$ cat src/rtl/core/bfr_pkg.sv
package bfr_pkg;

  // defaults for the module parameters
  localparam int unsigned CellWidthDef = 8;
  localparam int unsigned LinePitchDef = 10;
  localparam int unsigned CoordBitsDef = 12;
  localparam int unsigned QueueDepthDef = 2;

  // fixed glyph geometry
  localparam int unsigned GlyphRows = 8;
  localparam int unsigned GlyphCols = 8;
  localparam int unsigned GlyphIdxW = $clog2(GlyphRows * GlyphCols);
  localparam int unsigned RowW = $clog2(GlyphRows);
  localparam int unsigned ColW = $clog2(GlyphCols);

  localparam int unsigned CodeW = 8;
  localparam int unsigned ColorW = 16;
  localparam int unsigned CfgIdxW = 2;
  localparam int unsigned CfgDataW = 16;
  localparam logic [ColorW-1:0] InkColorRst = 16'hFFFF;

  // character codes
  localparam logic [CodeW-1:0] ChNewline = 8'd10;
  localparam logic [CodeW-1:0] ChBang = 8'd33;
  localparam logic [CodeW-1:0] ChDot = 8'd46;
  localparam logic [CodeW-1:0] ChDigit0 = 8'd48;
  localparam logic [CodeW-1:0] ChDigit9 = 8'd57;
  localparam logic [CodeW-1:0] ChUpperA = 8'd65;
  localparam logic [CodeW-1:0] ChUpperB = 8'd66;
  localparam logic [CodeW-1:0] ChUpperC = 8'd67;
  localparam logic [CodeW-1:0] ChUpperZ = 8'd90;
  localparam logic [CodeW-1:0] ChLowerA = 8'd97;
  localparam logic [CodeW-1:0] ChLowerZ = 8'd122;
  localparam logic [CodeW-1:0] ChCaseOfs = 8'd32;
  localparam logic [CodeW-1:0] ChFirstHigh = 8'd128;

  // glyph row patterns, bits 15..8 are columns 0..7
  localparam logic [15:0] RowEmpty = 16'h0000;
  localparam logic [15:0] RowStem = 16'h0100;
  localparam logic [15:0] RowCap = 16'h0380;
  localparam logic [15:0] RowSides = 16'h0440;
  localparam logic [15:0] RowBar = 16'h07C0;
  localparam logic [15:0] RowBump = 16'h0780;
  localparam logic [15:0] RowLeft = 16'h0040;

  typedef enum logic [2:0] {
    SHAPE_BLANK,
    SHAPE_BANG,
    SHAPE_DOT,
    SHAPE_DIGIT,
    SHAPE_A,
    SHAPE_B,
    SHAPE_OTHER
  } shape_e;

  typedef enum logic [CfgIdxW-1:0] {
    CFG_ORIGIN_X = 2'd0,
    CFG_ORIGIN_Y = 2'd1,
    CFG_INK_COLOR = 2'd2
  } cfg_reg_e;

  // scan index (row * 8 + column) of the last set pixel of each shape
  localparam logic [GlyphIdxW-1:0] LastIdxA = 6'd53;
  localparam logic [GlyphIdxW-1:0] LastIdxStd = 6'd55;

  function automatic logic [15:0] glyph_row(shape_e s, logic [RowW-1:0] r);
    logic [15:0] v;
    v = RowEmpty;
    case (s)
      SHAPE_BANG: begin
        v = (r == 3'd5 || r == 3'd7) ? RowEmpty : RowStem;
      end
      SHAPE_DOT: begin
        v = (r == 3'd6) ? RowStem : RowEmpty;
      end
      SHAPE_DIGIT: begin
        case (r)
          3'd0, 3'd6: v = RowCap;
          3'd7: v = RowEmpty;
          default: v = RowSides;
        endcase
      end
      SHAPE_A: begin
        case (r)
          3'd0: v = RowCap;
          3'd3: v = RowBar;
          3'd7: v = RowEmpty;
          default: v = RowSides;
        endcase
      end
      SHAPE_B: begin
        case (r)
          3'd0, 3'd3, 3'd6: v = RowBump;
          3'd7: v = RowEmpty;
          default: v = RowSides;
        endcase
      end
      SHAPE_OTHER: begin
        case (r)
          3'd0, 3'd6: v = RowCap;
          3'd1, 3'd5: v = RowSides;
          3'd7: v = RowEmpty;
          default: v = RowLeft;
        endcase
      end
      default: v = RowEmpty;
    endcase
    return v;
  endfunction

  function automatic logic [GlyphIdxW-1:0] glyph_last(shape_e s);
    logic [GlyphIdxW-1:0] v;
    v = LastIdxStd;
    case (s)
      SHAPE_A: v = LastIdxA;
      default: v = LastIdxStd;
    endcase
    return v;
  endfunction

endpackage

$ cat src/rtl/core/bitmap_font_text_renderer_core.sv
// 8x8 bitmap text renderer. Each request carries one character byte; the
// block keeps a text cursor and emits one pixel write per set glyph pixel in
// raster order, flagging the final write of the character with last_pixel_o.
// Newline, blank glyphs and codes 128 to 255 draw nothing and only move the
// cursor. The front end classifies a character and updates the cursor in
// the cycle it is taken, as long as the two-entry queue has room; printable
// characters queue up for the back end, which walks the glyph positions in
// raster order at one position per cycle, held off while the output slot is
// full, up to the last set pixel (position 55, or 53 for the letter A), while
// newlines and blank characters are handled in the front end alone.
// Coordinates saturate at the top of the coordinate range.
module bitmap_font_text_renderer_core #(
  parameter int unsigned CELL_WIDTH = bfr_pkg::CellWidthDef,
  parameter int unsigned LINE_PITCH = bfr_pkg::LinePitchDef,
  parameter int unsigned COORD_BITS = bfr_pkg::CoordBitsDef
) (
  input  logic                          clk_i,
  input  logic                          rst_ni,
  input  logic                          in_valid_i,
  output logic                          in_ready_o,
  input  logic [bfr_pkg::CodeW-1:0]     char_code_i,
  input  logic                          text_start_i,
  output logic                          out_valid_o,
  input  logic                          out_ready_i,
  output logic [COORD_BITS-1:0]         pixel_x_o,
  output logic [COORD_BITS-1:0]         pixel_y_o,
  output logic [bfr_pkg::ColorW-1:0]    pixel_color_o,
  output logic                          last_pixel_o,
  input  logic                          cfg_valid_i,
  output logic                          cfg_ready_o,
  input  logic [bfr_pkg::CfgIdxW-1:0]   cfg_index_i,
  input  logic [bfr_pkg::CfgDataW-1:0]  cfg_data_i
);

  localparam int unsigned CmdW = 3 + 2 * COORD_BITS + bfr_pkg::ColorW;

  logic push_valid, push_ready, head_valid, pop;
  logic [CmdW-1:0] push_data, head_data;

  bfr_front #(
    .CELL_WIDTH (CELL_WIDTH),
    .LINE_PITCH (LINE_PITCH),
    .COORD_BITS (COORD_BITS),
    .CMD_W      (CmdW)
  ) u_front (
    .clk_i        (clk_i),
    .rst_ni       (rst_ni),
    .in_valid_i   (in_valid_i),
    .in_ready_o   (in_ready_o),
    .char_code_i  (char_code_i),
    .text_start_i (text_start_i),
    .cfg_valid_i  (cfg_valid_i),
    .cfg_ready_o  (cfg_ready_o),
    .cfg_index_i  (cfg_index_i),
    .cfg_data_i   (cfg_data_i),
    .push_valid_o (push_valid),
    .push_ready_i (push_ready),
    .push_data_o  (push_data)
  );

  bfr_queue #(
    .DATA_W (CmdW),
    .DEPTH  (bfr_pkg::QueueDepthDef)
  ) u_queue (
    .clk_i        (clk_i),
    .rst_ni       (rst_ni),
    .push_i       (push_valid),
    .push_ready_o (push_ready),
    .push_data_i  (push_data),
    .head_valid_o (head_valid),
    .head_data_o  (head_data),
    .pop_i        (pop)
  );

  bfr_back #(
    .COORD_BITS (COORD_BITS),
    .CMD_W      (CmdW)
  ) u_back (
    .clk_i         (clk_i),
    .rst_ni        (rst_ni),
    .head_valid_i  (head_valid),
    .head_data_i   (head_data),
    .pop_o         (pop),
    .out_valid_o   (out_valid_o),
    .out_ready_i   (out_ready_i),
    .pixel_x_o     (pixel_x_o),
    .pixel_y_o     (pixel_y_o),
    .pixel_color_o (pixel_color_o),
    .last_pixel_o  (last_pixel_o)
  );

endmodule

$ cat src/rtl/core/bfr_front.sv
module bfr_front #(
  parameter int unsigned CELL_WIDTH = bfr_pkg::CellWidthDef,
  parameter int unsigned LINE_PITCH = bfr_pkg::LinePitchDef,
  parameter int unsigned COORD_BITS = bfr_pkg::CoordBitsDef,
  parameter int unsigned CMD_W = 3 + 2 * COORD_BITS + bfr_pkg::ColorW
) (
  input  logic                          clk_i,
  input  logic                          rst_ni,
  input  logic                          in_valid_i,
  output logic                          in_ready_o,
  input  logic [bfr_pkg::CodeW-1:0]     char_code_i,
  input  logic                          text_start_i,
  input  logic                          cfg_valid_i,
  output logic                          cfg_ready_o,
  input  logic [bfr_pkg::CfgIdxW-1:0]   cfg_index_i,
  input  logic [bfr_pkg::CfgDataW-1:0]  cfg_data_i,
  output logic                          push_valid_o,
  input  logic                          push_ready_i,
  output logic [CMD_W-1:0]              push_data_o
);

  localparam int unsigned SumW = COORD_BITS + 1;

  logic [COORD_BITS-1:0] origin_x_q, origin_y_q;
  logic [bfr_pkg::ColorW-1:0] ink_q;
  logic [COORD_BITS-1:0] cursor_x_q, cursor_x_d, cursor_y_q, cursor_y_d;
  logic [COORD_BITS-1:0] cx, cy;
  logic [SumW-1:0] sum_x, sum_y;
  logic [bfr_pkg::CodeW-1:0] code;
  bfr_pkg::shape_e shape;
  logic is_newline, accept;

  assign cfg_ready_o = 1'b1;
  assign in_ready_o = push_ready_i;
  assign accept = in_valid_i & push_ready_i;

  always_ff @(posedge clk_i or negedge rst_ni) begin
    if (!rst_ni) begin
      origin_x_q <= '0;
      origin_y_q <= '0;
      ink_q <= bfr_pkg::InkColorRst;
    end else if (cfg_valid_i) begin
      case (cfg_index_i)
        bfr_pkg::CFG_ORIGIN_X: origin_x_q <= cfg_data_i[COORD_BITS-1:0];
        bfr_pkg::CFG_ORIGIN_Y: origin_y_q <= cfg_data_i[COORD_BITS-1:0];
        bfr_pkg::CFG_INK_COLOR: ink_q <= cfg_data_i[bfr_pkg::ColorW-1:0];
        default: ink_q <= ink_q;
      endcase
    end
  end

  // fold case and pick the glyph shape
  always_comb begin
    code = char_code_i;
    if (char_code_i >= bfr_pkg::ChLowerA && char_code_i <= bfr_pkg::ChLowerZ) begin
      code = char_code_i - bfr_pkg::ChCaseOfs;
    end
    shape = bfr_pkg::SHAPE_BLANK;
    if (char_code_i >= bfr_pkg::ChFirstHigh) begin
      shape = bfr_pkg::SHAPE_BLANK;
    end else if (code == bfr_pkg::ChBang) begin
      shape = bfr_pkg::SHAPE_BANG;
    end else if (code == bfr_pkg::ChDot) begin
      shape = bfr_pkg::SHAPE_DOT;
    end else if (code >= bfr_pkg::ChDigit0 && code <= bfr_pkg::ChDigit9) begin
      shape = bfr_pkg::SHAPE_DIGIT;
    end else if (code == bfr_pkg::ChUpperA) begin
      shape = bfr_pkg::SHAPE_A;
    end else if (code == bfr_pkg::ChUpperB) begin
      shape = bfr_pkg::SHAPE_B;
    end else if (code >= bfr_pkg::ChUpperC && code <= bfr_pkg::ChUpperZ) begin
      shape = bfr_pkg::SHAPE_OTHER;
    end
  end

  assign is_newline = (char_code_i == bfr_pkg::ChNewline);
  assign cx = text_start_i ? origin_x_q : cursor_x_q;
  assign cy = text_start_i ? origin_y_q : cursor_y_q;
  assign sum_x = {1'b0, cx} + SumW'(CELL_WIDTH);
  assign sum_y = {1'b0, cy} + SumW'(LINE_PITCH);

  always_comb begin
    cursor_x_d = cursor_x_q;
    cursor_y_d = cursor_y_q;
    if (accept) begin
      if (is_newline) begin
        cursor_x_d = origin_x_q;
        cursor_y_d = sum_y[COORD_BITS] ? '1 : sum_y[COORD_BITS-1:0];
      end else begin
        cursor_x_d = sum_x[COORD_BITS] ? '1 : sum_x[COORD_BITS-1:0];
        cursor_y_d = cy;
      end
    end
  end

  always_ff @(posedge clk_i or negedge rst_ni) begin
    if (!rst_ni) begin
      cursor_x_q <= '0;
      cursor_y_q <= '0;
    end else begin
      cursor_x_q <= cursor_x_d;
      cursor_y_q <= cursor_y_d;
    end
  end

  // blank glyphs and newlines leave nothing for the back end
  assign push_valid_o = in_valid_i & ~is_newline & (shape != bfr_pkg::SHAPE_BLANK);
  assign push_data_o = {shape, cx, cy, ink_q};

endmodule

$ cat src/rtl/core/bfr_queue.sv
module bfr_queue #(
  parameter int unsigned DATA_W = 8,
  parameter int unsigned DEPTH = bfr_pkg::QueueDepthDef
) (
  input  logic              clk_i,
  input  logic              rst_ni,
  input  logic              push_i,
  output logic              push_ready_o,
  input  logic [DATA_W-1:0] push_data_i,
  output logic              head_valid_o,
  output logic [DATA_W-1:0] head_data_o,
  input  logic              pop_i
);

  localparam int unsigned PtrW = (DEPTH > 1) ? $clog2(DEPTH) : 1;
  localparam int unsigned CntW = $clog2(DEPTH + 1);

  logic [DATA_W-1:0] mem_q [DEPTH];
  logic [PtrW-1:0] wr_ptr_q, wr_ptr_d, rd_ptr_q, rd_ptr_d;
  logic [CntW-1:0] count_q, count_d;
  logic do_push, do_pop;

  assign push_ready_o = (count_q != CntW'(DEPTH));
  assign head_valid_o = (count_q != '0);
  assign head_data_o = mem_q[rd_ptr_q];
  assign do_push = push_i & push_ready_o;
  assign do_pop = pop_i & head_valid_o;

  always_comb begin
    wr_ptr_d = wr_ptr_q;
    rd_ptr_d = rd_ptr_q;
    if (do_push) begin
      wr_ptr_d = (wr_ptr_q == PtrW'(DEPTH - 1)) ? '0 : wr_ptr_q + 1'b1;
    end
    if (do_pop) begin
      rd_ptr_d = (rd_ptr_q == PtrW'(DEPTH - 1)) ? '0 : rd_ptr_q + 1'b1;
    end
    count_d = count_q + CntW'(do_push) - CntW'(do_pop);
  end

  always_ff @(posedge clk_i or negedge rst_ni) begin
    if (!rst_ni) begin
      wr_ptr_q <= '0;
      rd_ptr_q <= '0;
      count_q <= '0;
    end else begin
      wr_ptr_q <= wr_ptr_d;
      rd_ptr_q <= rd_ptr_d;
      count_q <= count_d;
    end
  end

  always_ff @(posedge clk_i) begin
    if (do_push) begin
      mem_q[wr_ptr_q] <= push_data_i;
    end
  end

endmodule

$ cat src/rtl/core/bfr_back.sv
module bfr_back #(
  parameter int unsigned COORD_BITS = bfr_pkg::CoordBitsDef,
  parameter int unsigned CMD_W = 3 + 2 * COORD_BITS + bfr_pkg::ColorW
) (
  input  logic                        clk_i,
  input  logic                        rst_ni,
  input  logic                        head_valid_i,
  input  logic [CMD_W-1:0]            head_data_i,
  output logic                        pop_o,
  output logic                        out_valid_o,
  input  logic                        out_ready_i,
  output logic [COORD_BITS-1:0]       pixel_x_o,
  output logic [COORD_BITS-1:0]       pixel_y_o,
  output logic [bfr_pkg::ColorW-1:0]  pixel_color_o,
  output logic                        last_pixel_o
);

  localparam int unsigned SumW = COORD_BITS + 1;

  bfr_pkg::shape_e shape;
  logic [COORD_BITS-1:0] base_x, base_y;
  logic [bfr_pkg::ColorW-1:0] color;
  logic [bfr_pkg::GlyphIdxW-1:0] idx_q, idx_d, last_idx;
  logic [bfr_pkg::RowW-1:0] row;
  logic [bfr_pkg::ColW-1:0] col;
  logic [15:0] row_bits;
  logic [7:0] row_hi;
  logic pix_set, step, at_end;
  logic [SumW-1:0] sum_x, sum_y;

  logic out_valid_q, out_valid_d;
  logic [COORD_BITS-1:0] px_q, px_d, py_q, py_d;
  logic [bfr_pkg::ColorW-1:0] pc_q, pc_d;
  logic last_q, last_d;

  assign shape = bfr_pkg::shape_e'(head_data_i[CMD_W-1 -: 3]);
  assign base_x = head_data_i[2*COORD_BITS+bfr_pkg::ColorW-1 -: COORD_BITS];
  assign base_y = head_data_i[COORD_BITS+bfr_pkg::ColorW-1 -: COORD_BITS];
  assign color = head_data_i[bfr_pkg::ColorW-1:0];

  // scan position: row in the upper bits, column in the lower
  assign row = idx_q[bfr_pkg::GlyphIdxW-1 -: bfr_pkg::RowW];
  assign col = idx_q[bfr_pkg::ColW-1:0];
  assign row_bits = bfr_pkg::glyph_row(shape, row);
  assign row_hi = row_bits[15:8];
  assign pix_set = row_hi[3'(3'd7 - col)];
  assign last_idx = bfr_pkg::glyph_last(shape);
  assign at_end = (idx_q == last_idx);

  assign sum_x = {1'b0, base_x} + SumW'(col);
  assign sum_y = {1'b0, base_y} + SumW'(row);

  // one glyph bit per cycle, held off while the output slot is still full
  assign step = head_valid_i & (~out_valid_q | out_ready_i);
  assign pop_o = step & at_end;

  always_comb begin
    idx_d = idx_q;
    out_valid_d = out_valid_q & ~out_ready_i;
    px_d = px_q;
    py_d = py_q;
    pc_d = pc_q;
    last_d = last_q;
    if (step) begin
      idx_d = at_end ? '0 : idx_q + 1'b1;
      if (pix_set) begin
        out_valid_d = 1'b1;
        px_d = sum_x[COORD_BITS] ? '1 : sum_x[COORD_BITS-1:0];
        py_d = sum_y[COORD_BITS] ? '1 : sum_y[COORD_BITS-1:0];
        pc_d = color;
        last_d = at_end;
      end
    end
  end

  always_ff @(posedge clk_i or negedge rst_ni) begin
    if (!rst_ni) begin
      idx_q <= '0;
      out_valid_q <= 1'b0;
    end else begin
      idx_q <= idx_d;
      out_valid_q <= out_valid_d;
    end
  end

  always_ff @(posedge clk_i) begin
    px_q <= px_d;
    py_q <= py_d;
    pc_q <= pc_d;
    last_q <= last_d;
  end

  assign out_valid_o = out_valid_q;
  assign pixel_x_o = px_q;
  assign pixel_y_o = py_q;
  assign pixel_color_o = pc_q;
  assign last_pixel_o = last_q;

endmodule
$ cat config.mk
export PLATFORM = sky130hd
export DESIGN_NAME = bitmap_font_text_renderer_core
export DESIGN_NICKNAME = d
export VERILOG_FILES = /design/src/rtl/core/bfr_pkg.sv /design/src/rtl/core/bitmap_font_text_renderer_core.sv /design/src/rtl/core/bfr_front.sv /design/src/rtl/core/bfr_queue.sv /design/src/rtl/core/bfr_back.sv
export SDC_FILE = /design/constraint.sdc
export NUM_CORES = 1
export LEC_CHECK = 0
export BUFFER_PORTS_ARGS = -buffer_cell sky130_fd_sc_hd__buf_2
export CAP_MARGIN = 0
export CORE_MARGIN = 3
export CORE_UTILIZATION = 54
export DETAILED_ROUTE_END_ITERATION = 7
export HOLD_SLACK_MARGIN = 0.02
export PLACE_DENSITY_LB_ADDON = 0.1
export SLEW_MARGIN = 15
export SYNTH_ARGS = -nofsm -noshare
export SYNTH_HDL_FRONTEND = slang
export SYNTH_HIERARCHICAL = 1
export SYNTH_SLANG_ARGS = --single-unit
$ cat constraint.sdc
create_clock -name clk_i -period 4.35 [get_ports clk_i]
set_input_delay 1.305 -clock clk_i [delete_from_list [all_inputs] [get_ports clk_i]]
set_output_delay 1.305 -clock clk_i [all_outputs]
set_load 0.05 [all_outputs]
* Yosys cells after proc, flatten, opt, wreduce, memory -nomap -nowiden
Memory sizes are Yosys's and may differ from the RTL's.
Index checks and enable logic that the tools add are counted.
** Word-level totals
- Flip-flop bits (word level) :: 116
- Bits in writable memories :: 86
- Input port bits :: 32
- Logic and storage cells :: 112
- Memories :: 1
** Cells by class
- Add/subtract/negate cells :: 11
- Magnitude comparators :: 8
- Equal/unequal tests :: 20
- Muxes and demuxes :: 31
- Bitwise operators :: 12
- Reduce and logical (&&, ||, !) cells :: 15
** Memories
- u_queue.mem_q :: words 2, width 43, read ports 1, clocked after Yosys merged registers in 0, wr ports 1, RTL line bfr_queue.sv:18 : logic [DATA_W-1:0] mem_q [DEPTH];
** Operators with widths (count)
- one-hot mux 16 bit (6 select lines) :: 1
- two-way mux 12 bit :: 6
- one-hot mux 11 bit (3 select lines) :: 2
- one-hot mux 11 bit (2 select lines) :: 2
- adder 12 x 3 -> 13 bit :: 2
- adder 12 x 4 -> 13 bit, second input constant :: 2
- two-way mux 3 bit :: 7
- equality test 3 bit, second input constant :: 6
- two-way mux 9 bit :: 2
- equality test 8 x 6 -> 1 bit, second input constant :: 2
- equality test 8 x 7 -> 1 bit, second input constant :: 2
- >= comparator 8 x 7 -> 1 bit, second input constant :: 2
- <= comparator 8 x 7 -> 1 bit, second input constant :: 2
- equality test 3 x 2 -> 1 bit, second input constant :: 3
- bitwise AND 1 bit :: 8
- equality test 8 x 4 -> 1 bit, second input constant :: 1
- >= comparator 8 x 6 -> 1 bit, second input constant :: 1
- >= comparator 8 bit, second input constant :: 1
- <= comparator 8 x 6 -> 1 bit, second input constant :: 1
- two-way mux 8 bit :: 1
- AND reduction 2 bit :: 4
- subtractor 8 x 6 -> 8 bit, second input constant :: 1
- two-way mux 1 bit :: 7
- adder 6 x 1 -> 6 bit, second input constant :: 1
- other kinds (23) :: 30

* Logic depth before layout (Yosys ltp)
Gate-level depths: netlist of run 1.
- Depth after elaboration :: 17
- Mapped depth :: 12
- Gate-level depth less buffers :: 11

* By module
The synthesis of run 1 kept the hierarchy.
** Modules (own cells, without submodules)
- bfr_front :: times used 1, cells an instance 323, area an instance 3609.7 µm²
- bfr_queue :: times used 1, cells an instance 156, area an instance 3335.7 µm²
- bfr_back :: times used 1, cells an instance 204, area an instance 2436.1 µm²

* Worst setup path before layout of run 1
No wires, ideal clock.
- Kind :: input -> register
- Start point :: input port char_code_i[3] (netlist bit)
- End point :: memory u_queue/mem_q[0][0] (netlist bit), enable pin
- Library setup time :: 0.443 ns
- Arrival time :: 4.340 ns
- Data required time :: 3.907 ns
- Path slack :: -0.433 ns
- Stages :: 5
- Buffers on the path :: 0
- Path through :: or4b_2 > a21oi_1 > o311a_1 > nand2_1 > nor2_1
** Between the ends
- Cells in the longest elaborated chain, start to end :: 17
- Elaborated cells on any way between the ends :: 31
** Ends and longest elaborated chain
- from (decl) :: RTL line bitmap_font_text_renderer_core.sv:21 : input logic [bfr_pkg::CodeW-1:0] char_code_i,
- >= comparator 8 x 7 -> 1 bit / <= comparator 8 x 7 -> 1 bit (equally long branches) :: RTL line bfr_front.sv:55 : if (char_code_i >= bfr_pkg::ChLowerA && char_code_i <= bfr_pkg::ChLowerZ) begin
- logical AND 1 bit :: RTL line bfr_front.sv:55
- two-way mux 8 bit :: RTL line bfr_front.sv:55
- >= comparator 8 x 7 -> 1 bit / <= comparator 8 x 7 -> 1 bit (equally long branches) :: RTL line bfr_front.sv:71 : end else if (code >= bfr_pkg::ChUpperC && code <= bfr_pkg::ChUpperZ) begin
- logical AND 1 bit :: RTL line bfr_front.sv:71
- two-way mux 3 bit :: RTL line bfr_front.sv:71
- two-way mux 3 bit :: RTL line bfr_front.sv:69 : end else if (code == bfr_pkg::ChUpperB) begin
- two-way mux 3 bit :: RTL line bfr_front.sv:67 : end else if (code == bfr_pkg::ChUpperA) begin
- (+2 left out)
- two-way mux 3 bit :: RTL line bfr_front.sv:61 : end else if (code == bfr_pkg::ChBang) begin
- two-way mux 3 bit :: RTL line bfr_front.sv:59 : if (char_code_i >= bfr_pkg::ChFirstHigh) begin
- nonzero test 3 bit :: RTL line bfr_front.sv:107 : assign push_valid_o = in_valid_i & ~is_newline & (shape != bfr_pkg::SHAPE_BLANK);
- bitwise AND 1 bit * :: RTL line bfr_front.sv:107
- net push_valid :: RTL line bitmap_font_text_renderer_core.sv:37 : logic push_valid, push_ready, head_valid, pop;
- bitwise AND 1 bit * :: RTL line bfr_queue.sv:26 : assign do_push = push_i & push_ready_o;
- two-way mux 1 bit * :: RTL line bfr_queue.sv:54 : if (do_push) begin
- two-way mux 1 bit (implied by the code) * :: RTL line bfr_queue.sv:55 : mem_q[wr_ptr_q] <= push_data_i;
- to (decl) :: RTL line bfr_queue.sv:18
Mark *: on every way through the listed nets, which the timed path passes. The rest lies on a longest branch.

* Worst setup path after layout of run 1
- Start point :: input port char_code_i[5] (netlist bit)
- End point :: memory u_queue/mem_q[0][6] (netlist bit), enable pin
** Between the ends
- Cells in the longest elaborated chain, start to end :: 17
- Elaborated cells on any way between the ends :: 31
** Ends and longest elaborated chain
- >= comparator 8 x 7 -> 1 bit / <= comparator 8 x 7 -> 1 bit (equally long branches) :: RTL line bfr_front.sv:55
- logical AND 1 bit :: RTL line bfr_front.sv:55
- two-way mux 8 bit :: RTL line bfr_front.sv:55
- >= comparator 8 x 7 -> 1 bit / <= comparator 8 x 7 -> 1 bit (equally long branches) :: RTL line bfr_front.sv:71
- logical AND 1 bit :: RTL line bfr_front.sv:71
- two-way mux 3 bit :: RTL line bfr_front.sv:71
- two-way mux 3 bit :: RTL line bfr_front.sv:69
- two-way mux 3 bit :: RTL line bfr_front.sv:67
- (+3 left out)
- two-way mux 3 bit * :: RTL line bfr_front.sv:59
- net push_data[42] :: RTL line bitmap_font_text_renderer_core.sv:38 : logic [CmdW-1:0] push_data, head_data;
- nonzero test 3 bit * :: RTL line bfr_front.sv:107
- bitwise AND 1 bit * :: RTL line bfr_front.sv:107
- net push_valid :: RTL line bitmap_font_text_renderer_core.sv:37
- bitwise AND 1 bit * :: RTL line bfr_queue.sv:26
- two-way mux 1 bit * :: RTL line bfr_queue.sv:54
- two-way mux 1 bit (implied by the code) * :: RTL line bfr_queue.sv:55
Marks and branches as above.

==> Implementation_results.wiki, run 1 <==
{| class="wikitable"
! Metric !! Value
|-
| Clock sinks || 202
|-
| Synth warnings || 6
|-
| Worst setup path category || in -> reg
|-
| Outcome || finished, final reports clean
|-
| Final core occ || 0.634
|-
| Largest stage delay, worst path || 0.36 ns
|-
| Mean number of vias per cell || 5.83
|-
| 1st-iter DRT viols || 396
|-
| Global Route Usage Sum || 0.199
|-
| Post-Synth Adder-Cell Area || 0.0213
|-
| Max-cap violations || 0
|-
| Kind of path behind the tightest hold check || reg -> reg
|-
| Synth Area in Compound Gates || 0.0823
|-
| Number of clock buffers inserted by TritonCTS || 22
|-
| Overflow after GRT || 0
|-
| Synth Net Count || 729
|-
| Highest Clock Rate || 0.314 GHz
|-
| Number of antenna diodes || 0
|-
| First-pass DRT Iterations || 5
|-
| Flops & latches, synth || 202
|-
| Worst endpoint required time || 4.51 ns
|-
| Largest net degree at the start of global routing || 63
|-
| CP Cell Sequence || buf_2 -> inv_1 -> ha_1 -> o21ai_0 -> nand2_1 -> nor3_1 -> o311a_1 -> nand2_1 -> nor2_4 -> buf_4
|-
| Number of flops mapped to enable cells by yosys || 127
|-
| Wire length of the first global-routing pass || 29.8 mm
|-
| Final critical-path share of the clock period || 0.731
|-
| Largest family of logic cells by synthesized area || multiplexers
|-
| H-tree lvl count || 1
|-
| Total via count in the routed design || 5819
|-
| Number of top-level pins || 76
|-
| Setup WS post-layout || 1.17 ns
|-
| Cell class contributing the biggest share of worst-path delay || simple AND/OR/NAND/NOR gates
|-
| Net count, final || 808
|-
| Final hold violations || 0
|-
| Die H || 138 um
|-
| Dominant synthesized flop cell || edfxtp_1
|-
| Endpoint type of the worst setup path || register
|-
| Top post-synthesis cells by area || edfxtp_1, dfrtp_1, mux2_2
|-
| Average cell area after synthesis || 13.7 sq um
|-
| Max-Slew Margin vs Limit || 0.230
|-
| Power per cell area || 584 nW/um^2
|-
| Share of the synthesized netlist area taken by xor and xnor gates || 0.0271
|-
| Top cell type's share of synthesized area || 0.407
|-
| Slew at the pin with the worst max-slew slack || 1.15 ns
|-
| Worst slack after detailed placement || 0.656 ns
|-
| Top cells by count, synth || edfxtp_1, mux2_2, dfrtp_1, nand2_1, nor2_1
|-
| Clk root buf || clkbuf_16
|-
| CTS tree || built
|-
| DIE WIDTH || 138 um
|-
| Die Footprint || 19000 sq um
|-
| Pins over their slew limit || 0
|-
| Final Routed Wirelength || 18.6 mm
|-
| Combined buffer and inverter count along the critical path || 3
|-
| Maximum clock skew at final layout || 0.0127 ns
|-
| Share of synthesized cell area in and, or, nand and nor gates || 0.101
|-
| Post-Place Cells || 958
|-
| Critical-path cell with the highest stage delay || buf_4
|-
| Clock buffer depth || 3
|-
| Final total negative setup slack || 0 ns
|-
| Initial Util || 0.558
|-
| Most frequently used cell type in the post-synthesis netlist || edfxtp_1
|-
| Filler cell count in the final layout || 1331
|-
| Post-DR wirelength/cell || 18.7 um
|-
| Biggest fanout along the worst timing path || 28
|-
| Share of cell area taken by muxes after synthesis || 0.131
|-
| Final critical delay including setup and external delays || 3.18 ns
|-
| Met3 layer wire length in the routed design || 872 um
|-
| Number of global-route vias before repair || 5726
|-
| Startpoint types || input port
|-
| Post-CTS setup buffer count || 0
|-
| Largest vdd supply drop || 0.337 mV
|-
| Resize count post-CTS || 0
|-
| Insertion delay of the later-clocked pin in the worst-skew pair || 0.50 ns
|-
| Floorplan row count || 47
|-
| Share of post-route cells with drive strength above 1 || 0.351
|-
| Antenna Violating Nets Remaining || 0
|-
| Hold buffer count at CTS || 0
|-
| Unrepaired setup endpoints after global routing || false
|-
| Routed length on met2 || 9.19 mm
|-
| CP arrival || 3.34 ns
|-
| Dominant cell type by count on the critical path || nand2_1
|-
| Layout Area Growth over Synthesis || 13.7%
|-
| Cell area after layout || 10700 sq um
|-
| Final routed DRC violation total || 0
|-
| Sequential-to-total area share from yosys stat || 0.609
|-
| Post-synth top area cell || edfxtp_1
|-
| RD Place Congestion || 0.854
|-
| Number of distinct library cell variants in the gate-level netlist after synthesis || 80
|-
| Static leakage || 4.05 nW
|-
| FFs w/ async S/R, synth || 0.371
|-
| Clock slew at the register clock pins of the worst setup and hold paths || 0.06 ns
|-
| Cells after synthesis || 683
|-
| Placed instance area || 9960 sq um
|-
| Highest metal layer used by the detailed router || met4
|-
| Final-report setup violation count || 0
|-
| Netlist area before placement || 9380 sq um
|-
| Placeable core region || 16800 sq um
|-
| Hpwl dp || 12.8 mm
|-
| Post-layout instance count excluding filler cells || 998
|-
| M1 WL || 8.18 mm
|-
| Count of buffers from port buffering || 74
|-
| Antenna violations before repair || 0
|}
[worst register-to-register path, cell delays in order, from the launching register on]
cell     delay [ns]
dfrtp_2        0.62
buf_4          0.47
mux2_2         0.44
ha_1           0.30
a21o_1         0.18
a21oi_1        0.40
nor3_2         0.11
nand3_1        0.12
mux2_4         0.30
[power breakdown]
part / internal (W) / switching (W)
registers: 0.00253 / 0.000279
logic: 0.000615 / 0.00103
clock network: 0.00102 / 0.000759
[final timing paths]
check / start / end / slack (ns) / depth (start not counted)
min in group asynchronous: rst_ni / u_front/ink_q[13]$_DFFE_PN1P_ / 1.02 / 1
setup / recovery: char_code_i[5] / u_queue/mem_q[0][6]$_DFFE_PP_ / 1.17 / 10
hold reg to reg: u_front/cursor_y_q[4]$_DFFE_PN0P_ / u_front/cursor_y_q[4]$_DFFE_PN0P_ / 0.48 / 1
setup reg to reg: u_queue/rd_ptr_q$_DFFE_PN0P_ / u_back/pixel_y_o[11]$_SDFFCE_PP1P_ / 1.18 / 8
max in group asynchronous: rst_ni / u_front/ink_q[4]$_DFFE_PN1P_ / 2.93 / 2
hold / removal: u_front/cursor_y_q[4]$_DFFE_PN0P_ / u_front/cursor_y_q[4]$_DFFE_PN0P_ / 0.48 / 1
[registers in the layout (all words and copies together), names as in the netlist]
| name | cells |
|---|---|
| u_back/idx_q | 6 |
| u_back/last_pixel_o | 1 |
| u_back/out_valid_o | 1 |
| u_back/pixel_color_o | 16 |
| u_back/pixel_x_o | 12 |
| u_back/pixel_y_o | 12 |
| u_front/cursor_x_q | 12 |
| u_front/cursor_y_q | 12 |
| u_front/ink_q | 16 |
| u_front/origin_x_q | 12 |
| u_front/origin_y_q | 12 |
| u_queue/count_q | 2 |
| u_queue/mem_q | 86 |
| u_queue/rd_ptr_q | 1 |
| u_queue/wr_ptr_q | 1 |
[cells by family after synthesis]
family | count (synthesis)
AO/OA/AOI/OAI | 105
XOR/XNOR | 29
adder cells (fa/ha/maj) | 15
buffers and inverters | 50
flip-flops | 202
multiplexers | 109
other | 1
AND/OR/NAND/NOR | 172
[placed cells by master (no fill, tap or decap), drive strengths merged, types with 7 or more instances in the layout]
cell      n
clkinv    8
nor3     12
inv      26
buf      81
nand4     7
nand2    51
dfstp    16
a21oi    26
mux2i     8
xor2     10
nand3    15
nor2     36
and3      7
mux2    101
o21ai    24
dfrtp    59
edfxtp  127
xnor2    19
clkbuf   25
ha       12
[per-layer routing]
layer / vias to the layer above / GRT usage
met5: - / 0
met1: 2913 / 0.275
met4: 0 / 0.0510
met3: 33 / 0.0289
met2: 164 / 0.334
li1: 2709 / -
[cell type report]
class,instances,area (sq um),share of cell area
inverter,24,90.1,0.00844
clock inverter,15,136,0.0128
timing repair buffer,81,460,0.0432
multi-input combinational,431,3420,0.321
clock buffer,25,572,0.0536
sequential,202,5710,0.535
tap,220,275,0.0258
[through the flow]
stage	hold WS [ns]	total power, W
6_report	0.479	0.00624
5_1_grt	0.494	0.00657
4_1_cts	0.482	0.00628
3_5_place_dp	0.470	0.00448
3_3_place_gp	0.460	0.00440
2_1_floorplan	0.446	0.00405
No activity file was read; power rests on OpenSTA's default activity.
==> run 2: changes to the inputs <==
--- a/config.mk
+++ b/config.mk
@@ -8,7 +8,7 @@
 export BUFFER_PORTS_ARGS = -buffer_cell sky130_fd_sc_hd__buf_2
 export CAP_MARGIN = 0
 export CORE_MARGIN = 3
-export CORE_UTILIZATION = 54
+export CORE_UTILIZATION = 58
 export DETAILED_ROUTE_END_ITERATION = 7
 export HOLD_SLACK_MARGIN = 0.02
 export PLACE_DENSITY_LB_ADDON = 0.1
==> constraint.sdc (replaced) <==
create_clock -name clk_i -period 3.15 [get_ports clk_i]
set_input_delay 0.945 -clock clk_i [delete_from_list [all_inputs] [get_ports clk_i]]
set_output_delay 0.945 -clock clk_i [all_outputs]
set_load 0.05 [all_outputs]
==> run 2 against run 1 <==
Sequential share of layout area shrank 0.37 points. Clock-buffer cell count grew 3. First-iteration DRC count shrank 25%. Largest cell class unchanged. Largest power group unchanged.
==> Implementation_results.wiki, run 2 (synthesized netlist as in run 1, its figures left out) <==
{| class="wikitable"
! Metric !! Value
|-
| Number of top-level pins || 76 (unchanged)
|-
| Relative contribution of the clock network to total power || 0.277 (-0.009)
|-
| Post-route total power || 0.00855 W (+37%)
|-
| Final critical-path share of the clock period || 0.867
|-
| Final hold violations || 0 (unchanged)
|-
| Hpwl dp || 12.7 mm (-1.1%)
|-
| Die Footprint || 17700 sq um (-6.6%)
|-
| Worst endpoint required time || 3.33 ns (-1.18 ns)
|-
| Layout Area Growth over Synthesis || 14.5%
|-
| Power per cell area || 796 nW/um^2 (+36%)
|-
| Max-cap violations || 0 (unchanged)
|-
| Largest vdd supply drop || 0.420 mV (+25%)
|-
| DIE WIDTH || 133 um (-3.4%)
|-
| Largest net degree at the start of global routing || 46 (-27%)
|-
| Portion of total power attributed to sequential cells || 0.453 (+0.003)
|-
| Global Route Usage Sum || 0.203 (+0.00379)
|-
| Initial Util || 0.604 (+0.0459)
|-
| Clock buffer depth || 3 (unchanged)
|-
| Post-Place Cells || 962 (+0.42%)
|-
| Static leakage || 4.11 nW (+1.4%)
|-
| Count of buffers from port buffering || 74 (unchanged)
|-
| Wire length of the first global-routing pass || 29.4 mm (-1.2%)
|-
| Worst setup path category || in -> reg
|-
| Switching Power || 0.00277 W (+34%)
|-
| Startpoint types || input port
|-
| Antenna Violating Nets Remaining || 0 (unchanged)
|-
| Resize count post-CTS || 0 (unchanged)
|-
| Largest register by flop count || u_queue/mem_q
|-
| Share of power burned in combinational logic || 0.270 (+0.006)
|-
| Number of antenna diodes || 0 (unchanged)
|-
| Max-Slew Margin vs Limit || 0.539 (+0.309)
|-
| Highest Clock Rate || 0.366 GHz
|-
| Net count, final || 820 (+1.5%)
|-
| Post-CTS setup buffer count || 0 (unchanged)
|-
| CP arrival || 2.91 ns (-0.43 ns)
|-
| Cell class contributing the biggest share of worst-path delay || simple AND/OR/NAND/NOR gates
|-
| Filler cell count in the final layout || 1108 (-17%)
|-
| Critical-path cell with the highest stage delay || ha_1
|-
| Total via count in the routed design || 5792 (-0.46%)
|-
| R2R cell count || 6 (-2)
|-
| Slew at the pin with the worst max-slew slack || 0.690 ns (-0.462 ns)
|-
| Largest stage delay, worst path || 0.33 ns (-0.03 ns)
|-
| Unrepaired setup endpoints after global routing || false
|-
| Hold buffer count at CTS || 0 (unchanged)
|-
| Setup WS post-layout || 0.419 ns (-0.750 ns)
|-
| Biggest fanout along the worst timing path || 31 (+11%)
|-
| Insertion delay of the later-clocked pin in the worst-skew pair || 0.49 ns (about the same)
|-
| Number of flip-flops in the largest register || 86 (unchanged)
|-
| RD Place Congestion || 0.874 (+2.4%)
|-
| 1st-iter DRT viols || 296 (-25%)
|-
| Maximum clock skew at final layout || 0.0161 ns (+0.00345 ns)
|-
| Placeable core region || 15500 sq um (-7.6%)
|-
| Die H || 133 um (-3.4%)
|-
| Worst flop-to-flop path startpoint || u_queue/rd_ptr_q$_DFFE_PN0P_
|-
| Post-DR wirelength/cell || 18.1 um (-3.0%)
|-
| Number of global-route vias before repair || 5810 (+1.5%)
|-
| First-pass DRT Iterations || 4 (-1)
|-
| CTS tree || built
|-
| Worst slack after detailed placement || -0.0261 ns (-0.682 ns)
|-
| Kind of path behind the tightest hold check || in -> async
|-
| Final routed DRC violation total || 0 (unchanged)
|-
| Clock sinks || 202 (unchanged)
|-
| Most common cell after layout, fill and taps aside || edfxtp_1
|-
| Antenna violations before repair || 0 (unchanged)
|-
| Reg2reg end || u_back/pixel_x_o[9]$_SDFFCE_PP1P_
|-
| Clk root buf || clkbuf_16
|-
| Internal power component || 0.00578 W (+39%)
|-
| Final critical delay including setup and external delays || 2.73 ns
|-
| Clock slew at the register clock pins of the worst setup and hold paths || 0.06 ns (about the same)
|-
| Post-layout instance count excluding filler cells || 1000 (+0.20%)
|-
| Final-report setup violation count || 0 (unchanged)
|-
| Pins over their slew limit || 0 (unchanged)
|-
| Flop2flop setup slack || 0.53 ns (-0.65 ns)
|-
| CP Cell Sequence || buf_2 -> inv_1 -> ha_1 -> o21ai_0 -> nand2_1 -> nor3_2 -> o311a_1 -> nand2_2 -> nor2_4 -> buf_12
|-
| Final Routed Wirelength || 18.1 mm (-2.8%)
|-
| Placed instance area || 10100 sq um (+1.1%)
|-
| Cell area after layout || 10700 sq um (+0.69%)
|-
| Endpoint type of the worst setup path || register
|-
| Switching share of power || 0.324 (-0.00752)
|-
| Overflow after GRT || 0 (unchanged)
|-
| Outcome || finished, final reports clean
|-
| Number of clock buffers inserted by TritonCTS || 21 (-4.5%)
|-
| Worst hold slack across all endpoints || 0.391 ns (-0.0884 ns)
|-
| Mean number of vias per cell || 5.79 (-0.66%)
|-
| H-tree lvl count || 1 (unchanged)
|-
| Floorplan row count || 45 (-4.3%)
|-
| Share of post-route cells with drive strength above 1 || 0.359 (+0.00778)
|-
| Commonest cells after routing, fill and taps aside || edfxtp_1, mux2_2, buf_2
|-
| Combined buffer and inverter count along the critical path || 3 (unchanged)
|}
-- run 2: changes by cell type in the layout (fill, tap and decap cells not counted), moves of 2 or more --
cell        previous run  this run
clkinv_1               0         2
clkinvlp_4             4         2
clkinv_4               2         0
clkbuf_8               1         4
buf_4                  4        16
-- run 2: layout make-up --
type / instances / area [sq um] / share of cell area
clock inverters: 10 / 81.3 / 0.00757
clock buffers: 28 / 592 / 0.0551
repair buffers: 94 / 571 / 0.0531
flip-flops and latches: 202 / 5710 / 0.532
inverters: 24 / 90.1 / 0.00838
multi-input cells: 431 / 3430 / 0.320
well taps: 211 / 264 / 0.0246
-- run 2: how the worst max path moves through the flow --
stage / from / endpoint / slack, ns / cells past startpoint
floorplan: char_code_i[5] / u_queue/mem_q[0][0]$_DFFE_PP_ / 0.002 / 8
global placement: char_code_i[5] / u_queue/mem_q[0][5]$_DFFE_PP_ / 0.1 / 10
detailed placement: char_code_i[5] / u_queue/mem_q[0][5]$_DFFE_PP_ / -0.03 / 10
CTS: char_code_i[5] / u_queue/mem_q[0][25]$_DFFE_PP_ / 0.49 / 10
global route: u_queue/rd_ptr_q$_DFFE_PN0P_ / u_back/pixel_x_o[9]$_SDFFCE_PP1P_ / 0.34 / 8
finish: char_code_i[5] / u_queue/mem_q[0][12]$_DFFE_PP_ / 0.42 / 10
-- run 2: worst register-to-register path, delay by kind of cell, from the launching register on --
| family | cells | cell delay, ns |
|---|---|---|
| compound gates | 1 | 0.46 |
| buf+inv | 1 | 0.25 |
| mux | 1 | 0.35 |
| fa+ha+maj | 1 | 0.33 |
| flops | 1 | 0.50 |
| simple gates | 2 | 0.49 |
-- run 2: stage by stage --
stage | utilization | TNS, ns
6_report | 0.691 | 0
5_1_grt | 0.691 | 0
4_1_cts | 0.691 | 0
3_5_place_dp | 0.648 | -0.951
3_3_place_gp | 0.648 | 0
2_1_floorplan | - | 0
-- run 2: layer usage --
metal / GRT usage / routed length [um] / share of wire / vias up
li1: - / - / - / 2717
met1: 0.270 / 7830 / 0.43 / 2906
met2: 0.352 / 9250 / 0.51 / 133
met3: 0.0279 / 615 / 0.034 / 36
met4: 0.0571 / 404 / 0.022 / 0
met5: 0 / 0 / 0 / -
-- run 2: power by group through the flow --
stage          Clock [W]  Sequential [W]  Combinational, W
4_1_cts          0.00241         0.00387           0.00232
5_1_grt          0.00253         0.00394           0.00252
2_1_floorplan          0         0.00408           0.00153
3_5_place_dp           0         0.00392           0.00229
6_report         0.00237         0.00388           0.00231
3_3_place_gp           0         0.00388           0.00223
